## src/sv/tkct_pkg.sv

```systemverilog
// ----------------------------------------------------------------------------
// tkct_pkg
// Types, codes and decode functions for the terminal key and cursor tracker.
// ----------------------------------------------------------------------------
package tkct_pkg;

  localparam int COORD_BITS = 10;
  localparam int SIZE_BITS  = 10;
  localparam int CLASS_BITS = 4;

  typedef logic [COORD_BITS-1:0] coord_t;
  typedef logic [CLASS_BITS-1:0] key_class_t;

  localparam key_class_t KEY_PLAIN = 4'd0;
  localparam key_class_t KEY_LEFT  = 4'd1;
  localparam key_class_t KEY_RIGHT = 4'd2;
  localparam key_class_t KEY_UP    = 4'd3;
  localparam key_class_t KEY_DOWN  = 4'd4;
  localparam key_class_t KEY_HOME  = 4'd5;
  localparam key_class_t KEY_END   = 4'd6;
  localparam key_class_t KEY_PGUP  = 4'd7;
  localparam key_class_t KEY_PGDN  = 4'd8;
  localparam key_class_t KEY_DEL   = 4'd9;

  localparam logic REG_ROWS = 1'b0;
  localparam logic REG_COLS = 1'b1;

  localparam logic [7:0] CH_ESC     = 8'h1b;
  localparam logic [7:0] CH_CTRL_Q  = 8'h11;
  localparam logic [7:0] CH_BRACKET = 8'h5b;
  localparam logic [7:0] CH_SS3     = 8'h4f;
  localparam logic [7:0] CH_TILDE   = 8'h7e;
  localparam logic [7:0] CH_A       = 8'h41;
  localparam logic [7:0] CH_B       = 8'h42;
  localparam logic [7:0] CH_C       = 8'h43;
  localparam logic [7:0] CH_D       = 8'h44;
  localparam logic [7:0] CH_H       = 8'h48;
  localparam logic [7:0] CH_F       = 8'h46;
  localparam logic [7:0] CH_0       = 8'h30;
  localparam logic [7:0] CH_1       = 8'h31;
  localparam logic [7:0] CH_3       = 8'h33;
  localparam logic [7:0] CH_4       = 8'h34;
  localparam logic [7:0] CH_5       = 8'h35;
  localparam logic [7:0] CH_6       = 8'h36;
  localparam logic [7:0] CH_7       = 8'h37;
  localparam logic [7:0] CH_8       = 8'h38;
  localparam logic [7:0] CH_9       = 8'h39;

  typedef enum logic [3:0] {
    PH_IDLE  = 4'b0001,
    PH_ESC   = 4'b0010,
    PH_LEAD  = 4'b0100,
    PH_DIGIT = 4'b1000
  } phase_t;

  typedef struct packed {
    logic       action;
    logic [7:0] rx_byte;
  } item_t;

  typedef struct packed {
    key_class_t key_class;
    logic [7:0] key_byte;
    logic       quit;
    coord_t     cursor_col;
    coord_t     cursor_row;
  } result_t;

  function automatic key_class_t letter_key(input logic [7:0] b, input logic bracket);
    key_class_t k;
    k = KEY_PLAIN;
    if (b == CH_H) k = KEY_HOME;
    else if (b == CH_F) k = KEY_END;
    else if (bracket) begin
      if (b == CH_A) k = KEY_UP;
      else if (b == CH_B) k = KEY_DOWN;
      else if (b == CH_C) k = KEY_RIGHT;
      else if (b == CH_D) k = KEY_LEFT;
    end
    return k;
  endfunction

  function automatic key_class_t digit_key(input logic [7:0] d);
    key_class_t k;
    case (d)
      CH_1, CH_7: k = KEY_HOME;
      CH_4, CH_8: k = KEY_END;
      CH_3:       k = KEY_DEL;
      CH_5:       k = KEY_PGUP;
      CH_6:       k = KEY_PGDN;
      default:    k = KEY_PLAIN;
    endcase
    return k;
  endfunction

  function automatic coord_t last_index(input coord_t size);
    return (size == '0) ? '0 : size - coord_t'(1);
  endfunction

endpackage

```

## src/sv/terminal_key_cursor_tracker.sv

```systemverilog
// ----------------------------------------------------------------------------
// terminal_key_cursor_tracker
// Decodes terminal bytes and read timeouts into keys and tracks a cursor.
// ----------------------------------------------------------------------------
// input channel item_valid/item_stall carries one byte or a read timeout.
// output channel result_valid/result_stall carries a decoded key with the
// cursor column and row after it; each item gives zero or one result.
// escape prefixes are absorbed; a key appears when its sequence completes,
// a timeout inside a sequence or an unknown sequence gives a plain escape.
// result_valid rises in the cycle after acceptance; one item per cycle
// is accepted while results are taken, set by a single result register.
// item_stall rises only while a result is held and result_stall is high;
// a held result stays unchanged until taken.
// cfg_we writes screen_rows (index 0) or screen_cols (index 1).
// synchronous reset empties the result register, returns the decoder to
// idle, puts the cursor at 0,0 and loads 24 rows by 80 columns.
// ----------------------------------------------------------------------------
module terminal_key_cursor_tracker (
  input  logic                                clk,
  input  logic                                rst,
  input  logic                                item_valid,
  output logic                                item_stall,
  input  tkct_pkg::item_t                     item,
  output logic                                result_valid,
  input  logic                                result_stall,
  output tkct_pkg::result_t                   result,
  input  logic                                cfg_we,
  input  logic                                cfg_index,
  input  logic [tkct_pkg::SIZE_BITS-1:0]      cfg_data
);
  import tkct_pkg::*;

  phase_t     phase, phase_next;
  logic [7:0] lead_byte, lead_byte_next;
  logic [7:0] held_digit, held_digit_next;
  coord_t     col_pos, col_pos_next;
  coord_t     row_pos, row_pos_next;
  coord_t     screen_rows, screen_cols;

  logic       accept;
  logic       emit;
  key_class_t cls;
  logic [7:0] kbyte;
  logic       is_digit;

  assign item_stall = result_valid & result_stall;
  assign accept     = item_valid & ~item_stall;
  assign is_digit   = (item.rx_byte >= CH_0) && (item.rx_byte <= CH_9);

  always_comb begin
    phase_next      = phase;
    lead_byte_next  = lead_byte;
    held_digit_next = held_digit;
    emit            = 1'b0;
    cls             = KEY_PLAIN;
    kbyte           = CH_ESC;
    case (phase)
      PH_IDLE: begin
        if (!item.action) begin
          if (item.rx_byte == CH_ESC) begin
            phase_next = PH_ESC;
          end else begin
            emit  = 1'b1;
            kbyte = item.rx_byte;
          end
        end
      end
      PH_ESC: begin
        if (item.action) begin
          phase_next = PH_IDLE;
          emit       = 1'b1;
        end else begin
          lead_byte_next = item.rx_byte;
          phase_next     = PH_LEAD;
        end
      end
      PH_LEAD: begin
        if (item.action) begin
          phase_next = PH_IDLE;
          emit       = 1'b1;
        end else if (lead_byte == CH_BRACKET && is_digit) begin
          held_digit_next = item.rx_byte;
          phase_next      = PH_DIGIT;
        end else begin
          phase_next = PH_IDLE;
          emit       = 1'b1;
          if (lead_byte == CH_BRACKET) cls = letter_key(item.rx_byte, 1'b1);
          else if (lead_byte == CH_SS3) cls = letter_key(item.rx_byte, 1'b0);
          kbyte = (cls == KEY_PLAIN) ? CH_ESC : 8'h00;
        end
      end
      PH_DIGIT: begin
        phase_next = PH_IDLE;
        emit       = 1'b1;
        if (!item.action && item.rx_byte == CH_TILDE) cls = digit_key(held_digit);
        kbyte = (cls == KEY_PLAIN) ? CH_ESC : 8'h00;
      end
      default: begin
        phase_next = PH_IDLE;
      end
    endcase
  end

  always_comb begin
    col_pos_next = col_pos;
    row_pos_next = row_pos;
    case (cls)
      KEY_LEFT:  if (col_pos != '0) col_pos_next = col_pos - coord_t'(1);
      KEY_RIGHT: if (col_pos < screen_cols) col_pos_next = col_pos + coord_t'(1);
      KEY_UP:    if (row_pos != '0) row_pos_next = row_pos - coord_t'(1);
      KEY_DOWN:  if (row_pos < screen_rows) row_pos_next = row_pos + coord_t'(1);
      KEY_HOME:  col_pos_next = '0;
      KEY_END:   col_pos_next = last_index(screen_cols);
      KEY_PGUP:  row_pos_next = '0;
      KEY_PGDN:  row_pos_next = last_index(screen_rows);
      default:   ;
    endcase
  end

  always_ff @(posedge clk) begin
    if (rst) begin
      phase        <= PH_IDLE;
      col_pos      <= '0;
      row_pos      <= '0;
      result_valid <= 1'b0;
    end else begin
      if (accept) begin
        phase        <= phase_next;
        result_valid <= emit;
        if (emit) begin
          col_pos <= col_pos_next;
          row_pos <= row_pos_next;
        end
      end else if (!result_stall) begin
        result_valid <= 1'b0;
      end
    end
  end

  always_ff @(posedge clk) begin
    if (accept) begin
      lead_byte  <= lead_byte_next;
      held_digit <= held_digit_next;
    end
    if (accept && emit) begin
      result.key_class  <= cls;
      result.key_byte   <= kbyte;
      result.quit       <= (cls == KEY_PLAIN) && (kbyte == CH_CTRL_Q);
      result.cursor_col <= col_pos_next;
      result.cursor_row <= row_pos_next;
    end
  end

  always_ff @(posedge clk) begin
    if (rst) begin
      screen_rows <= coord_t'(24);
      screen_cols <= coord_t'(80);
    end else if (cfg_we) begin
      case (cfg_index)
        REG_ROWS: screen_rows <= cfg_data;
        REG_COLS: screen_cols <= cfg_data;
        default:  ;
      endcase
    end
  end

`ifndef SYNTH
  a_quit_plain: assert property (@(posedge clk) disable iff (rst)
    result_valid && result.quit |->
      result.key_class == KEY_PLAIN && result.key_byte == CH_CTRL_Q)
    else $error("quit flag on a non ctrl-q key");

  a_decoded_byte: assert property (@(posedge clk) disable iff (rst)
    result_valid && result.key_class != KEY_PLAIN |-> result.key_byte == 8'h00)
    else $error("decoded key carries a byte");

  a_idle_timeout: assert property (@(posedge clk) disable iff (rst)
    accept && phase == PH_IDLE && item.action |=>
      phase == PH_IDLE && result_valid == $past(result_valid && result_stall))
    else $error("timeout while idle changed state or produced a result");
`endif

endmodule
```

## config.mk

```make
export PLATFORM = sky130hd
export DESIGN_NAME = terminal_key_cursor_tracker
export DESIGN_NICKNAME = d
export VERILOG_FILES = /design/src/sv/tkct_pkg.sv /design/src/sv/terminal_key_cursor_tracker.sv
export SDC_FILE = /design/constraint.sdc
export NUM_CORES = 1
export LEC_CHECK = 0
export ABC_AREA = 1
export BUFFER_PORTS_ARGS = -buffer_cell sky130_fd_sc_hd__clkbuf_2
export CORE_UTILIZATION = 45
export CTS_CLUSTER_SIZE = 28
export DETAILED_ROUTE_END_ITERATION = 10
export GPL_ROUTABILITY_DRIVEN = 1
export PLACE_DENSITY = 0.65
export SLEW_MARGIN = 0
export SYNTH_ARGS = -nofsm -noshare
export SYNTH_HDL_FRONTEND = slang
export SYNTH_SLANG_ARGS = --single-unit
export TNS_END_PERCENT = 100
```

## constraint.sdc

```tcl
create_clock -name clk -period 2.2 [get_ports clk]
set_input_delay 0.22 -clock clk [delete_from_list [all_inputs] [get_ports clk]]
set_output_delay 0.22 -clock clk [all_outputs]
set_load 0.005 [all_outputs]
```

==> results.py <==
metrics = {
    "clock_tree": {
        "numCtsBuffers": 9,
        "cts_tree": "done",
        "htreeDepth": 3,
        "insertion_delay_ps": 360,
        "cts.clk_slew.worst_paths_ps": 70,
        "cts.sinks": 94,
        "ctsHoldBuffers": 0,
        "cts_root_buf": "clkbuf_16",
        "clk_path_buf_depth": 2,
    },
    "die": {
        "die_w_um": 127.9,
        "num_io_pins": 60,
        "rows": 45,
        "die_area_mm2": 0.01636,
        "die_h_um": 127.9,
        "initial_utilization": 0.4658,
        "core-area_mm2": 0.01531,
    },
    "synth": {
        "synthArstFlopShare": 0,
        "syn_area_per_cell_um2": 6.886,
        "synth_flop_cell": "edfxtp_1",
        "ys_seq_area_frac": 0.3325,
        "synth_seq_cells": 94,
        "synth_cells": 1036,
        "yosysUniqueCellTypes": 44,
        "syn_nets": 1085,
        "synthesis.area_mm2": 0.007134,
        "yosys_warnings": 0,
        "synth_edf_count": 49,
    },
    "route": {
        "wl_per_cell_um": 14.11,
        "drc_errors": 0,
        "avgViaCountPerCell": 5.114,
        "route.vias.total": 7200,
        "drtAntennaViolNets": 0,
        "drtIter0Drc": 534,
        "drt_wl_total_um": 19870,
        "first_pass_iters": 5,
    },
    "status": {
        "status": "finished, final reports clean",
    },
    "hold_path": {
        "hold_end": "screen_cols[4]",
        "min_path_type": "input port to flip-flop",
        "min_from": "cfg_data[4]",
        "min_delay_path_depth": 3,
    },
    "final_layout": {
        "post-route-cell-area_mm2": 0.009160,
        "fin_nets": 1241,
        "drive_gt1_frac": 0.2690,
        "area.growth.synth_to_final_pct": 28.39,
        "num_antenna_cells": 0,
        "final_cells": 1408,
    },
    "place": {
        "gp_congestion": 0.9056,
        "place_area_mm2": 0.008398,
        "dp_hpwl_um": 14660,
        "place_ws_ps": -10.52,
        "placed_cells": 1383,
        "numPortBuffers": 59,
    },
    "global_routing": {
        "track_usage": 0.2439,
        "grt_first_pass_wirelength_um": 31380,
        "first_global_vias": 6394,
        "grt_max_degree": 38,
        "grt.overflow.total": 0,
        "antenna_found_initial": 0,
    },
    "sta": {
        "setup_viol": 0,
        "period_minus_slack_ps": 2200,
        "slew_violations": 0,
        "holdWs_ps": 102.7,
        "setup_ws_ps": 0.3162,
        "max-slew-margin-rel": 0.6892,
        "skew_ps": 10.81,
        "layout_worst_path_cycle_share": 0.9999,
        "fmaxAchievable_mhz": 454.6,
        "hold_viol": 0,
        "setup_tns_ps": 0,
        "rsz0062_at_grt": "yes",
        "tightest_slew_ps": 462.6,
    },
    "setup_path": {
        "path_max_fanout": 7,
        "crit_type": "flip-flop to flip-flop",
        "r2r_end": "result[19]",
        "reg2reg_from": "lead_byte[5]",
        "path_cells": "nor2_1 > nand2_2 > nor2_4 > nand3_2 > nand2_2 > nand2_4 > buf_6 > o21ai_4 > o21bai_1 > nor2_1 > nand4_1 > nand2_2 > inv_1",
        "cpMostUsedCell": "nand2_2",
        "ff2ff_path_depth": 13,
        "slowest_delay_ps": 430,
        "startpoint_type": "flip-flop",
        "worstPathArrival_ps": 2330,
        "cp.required_ps": 2330,
        "reg2reg_slack_ps": 0.3,
        "slowest_stage": "edfxtp_1",
        "crit_path_end_kind": "flip-flop",
    },
    "pwr": {
        "peakVddDrop_mv": 0.3668,
        "p_leak_uw": 0.004506,
        "pwr_density_cell_mw_per_mm2": 519.2,
    },
    "run": {
        "drv_cap": 0,
    },
}
-- logic make-up (layout without fill, tap and decap cells) --
kind of cell    Yosys count  count (layout)  share of synthesized area
compound gates          137             137                     0.1042
xor+xnor                 33              33                    0.04051
fa+ha+maj                24              24                    0.04209
buf+inv                 175             336                    0.09839
flops                    94              94                     0.3325
simple gates            573             573                     0.3823
-- placed cells by master (no fill, tap or decap), drive strengths merged, types with 23 or more instances in the layout --
cell type,instances
edfxtp,49
nand3,92
inv,150
a21oi,61
nand4,30
dfxtp,45
buf,109
nor3,23
xor2,32
ha,24
nand2,262
o21ai,62
nor2,141
clkbuf,73
-- state kept, by name, indices dropped and copies added (netlist names) --
register,cells
result,33
row_pos,10
screen_rows,10
phase,4
lead_byte,8
screen_cols,10
held_digit,8
col_pos,10
result_valid,1
-- power by group --
group	internal [uW]	switching [uW]
combinational	504	678
clock	863	716
sequential	1940	57.9
total	3300	1450
-- metal layers --
layer | global-route usage | share of wire | up-vias
met2 | 0.3817 | 0.44 | 224
met1 | 0.3406 | 0.47 | 3248
met5 | 0 | 0 | -
met3 | 0.03339 | 0.064 | 29
li1 | - | - | 3699
met4 | 0.09343 | 0.022 | 0
-- per-stage QoR --
stage | utilization | total power, uW
floorplan | - | 2718
global placement | 0.5484 | 3134
detailed placement | 0.5484 | 3145
CTS | 0.5678 | 4713
global route | 0.5981 | 4990
finish | 0.5981 | 4756
-- final cells by class --
| type | count | area [um2] |
|---|---|---|
| Clock buffer | 12 | 266.5 |
| Clock inverter | 4 | 27.53 |
| Fill cell | 1460 | 6155 |
| Inverter | 150 | 573.1 |
| Multi-Input combinational cell | 767 | 4360 |
| Sequential cell | 94 | 2375 |
| Tap cell | 211 | 264.0 |
| Timing Repair Buffer | 170 | 1294 |
-- worst max-delay path by stage --
stage               depth (start not counted)     startpoint  slack, ps             to
finish                                     13   lead_byte[5]        0.3     result[19]
global route                               14  held_digit[3]       -190     result[16]
CTS                                        12   lead_byte[7]          6      result[2]
detailed placement                         14  held_digit[2]        -10      result[7]
global placement                           14  held_digit[2]        -10      result[7]
floorplan                                   5       phase[0]         60  held_digit[0]
-- repair_timing --
item,4_1_cts,5_1_grt
gates cloned,0,4
gates resized for setup,1,97
setup endpoints to repair,12,78
buffers inserted,0,5
pin swaps,0,27
-- cells in the mapped netlist (2+ instances only) --
cell type / instances / area share
nand2_1: 241 / 0.13
inv_1: 134 / 0.071
nor2_1: 123 / 0.065
nand3_1: 86 / 0.060
a21oi_1: 59 / 0.041
o21ai_0: 53 / 0.037
edfxtp_1: 49 / 0.21
dfxtp_1: 45 / 0.13
xor2_1: 32 / 0.039
nand4_1: 29 / 0.025
ha_1: 24 / 0.042
nor3_1: 21 / 0.015
nand2_2: 16 / 0.014
nand3b_1: 16 / 0.017
clkbuf_1: 15 / 0.0079
inv_2: 13 / 0.0068
nor2_2: 8 / 0.0070
nor2_4: 8 / 0.013
o211ai_1: 6 / 0.0063
o21ai_1: 6 / 0.0042
nand3_2: 5 / 0.0070
buf_2: 4 / 0.0028
buf_6: 4 / 0.0063
nand2_4: 4 / 0.0063
nor4_1: 4 / 0.0035
a31oi_1: 3 / 0.0026
a21oi_2: 2 / 0.0025
and2_1: 2 / 0.0018
buf_4: 2 / 0.0021
clkinv_1: 2 / 0.0011
nor2_8: 2 / 0.0056
nor3_4: 2 / 0.0046
o21a_1: 2 / 0.0021
o21ai_2: 2 / 0.0025
o21bai_1: 2 / 0.0021
or2_2: 2 / 0.0018
-- critical path, delay by kind of cell, from the launching register on --
family | cells | cell delay, ps
simple gates | 9 | 1000
flops | 1 | 430
buf+inv | 2 | 160
compound gates | 2 | 360
(Power assumes the default switching activity.)
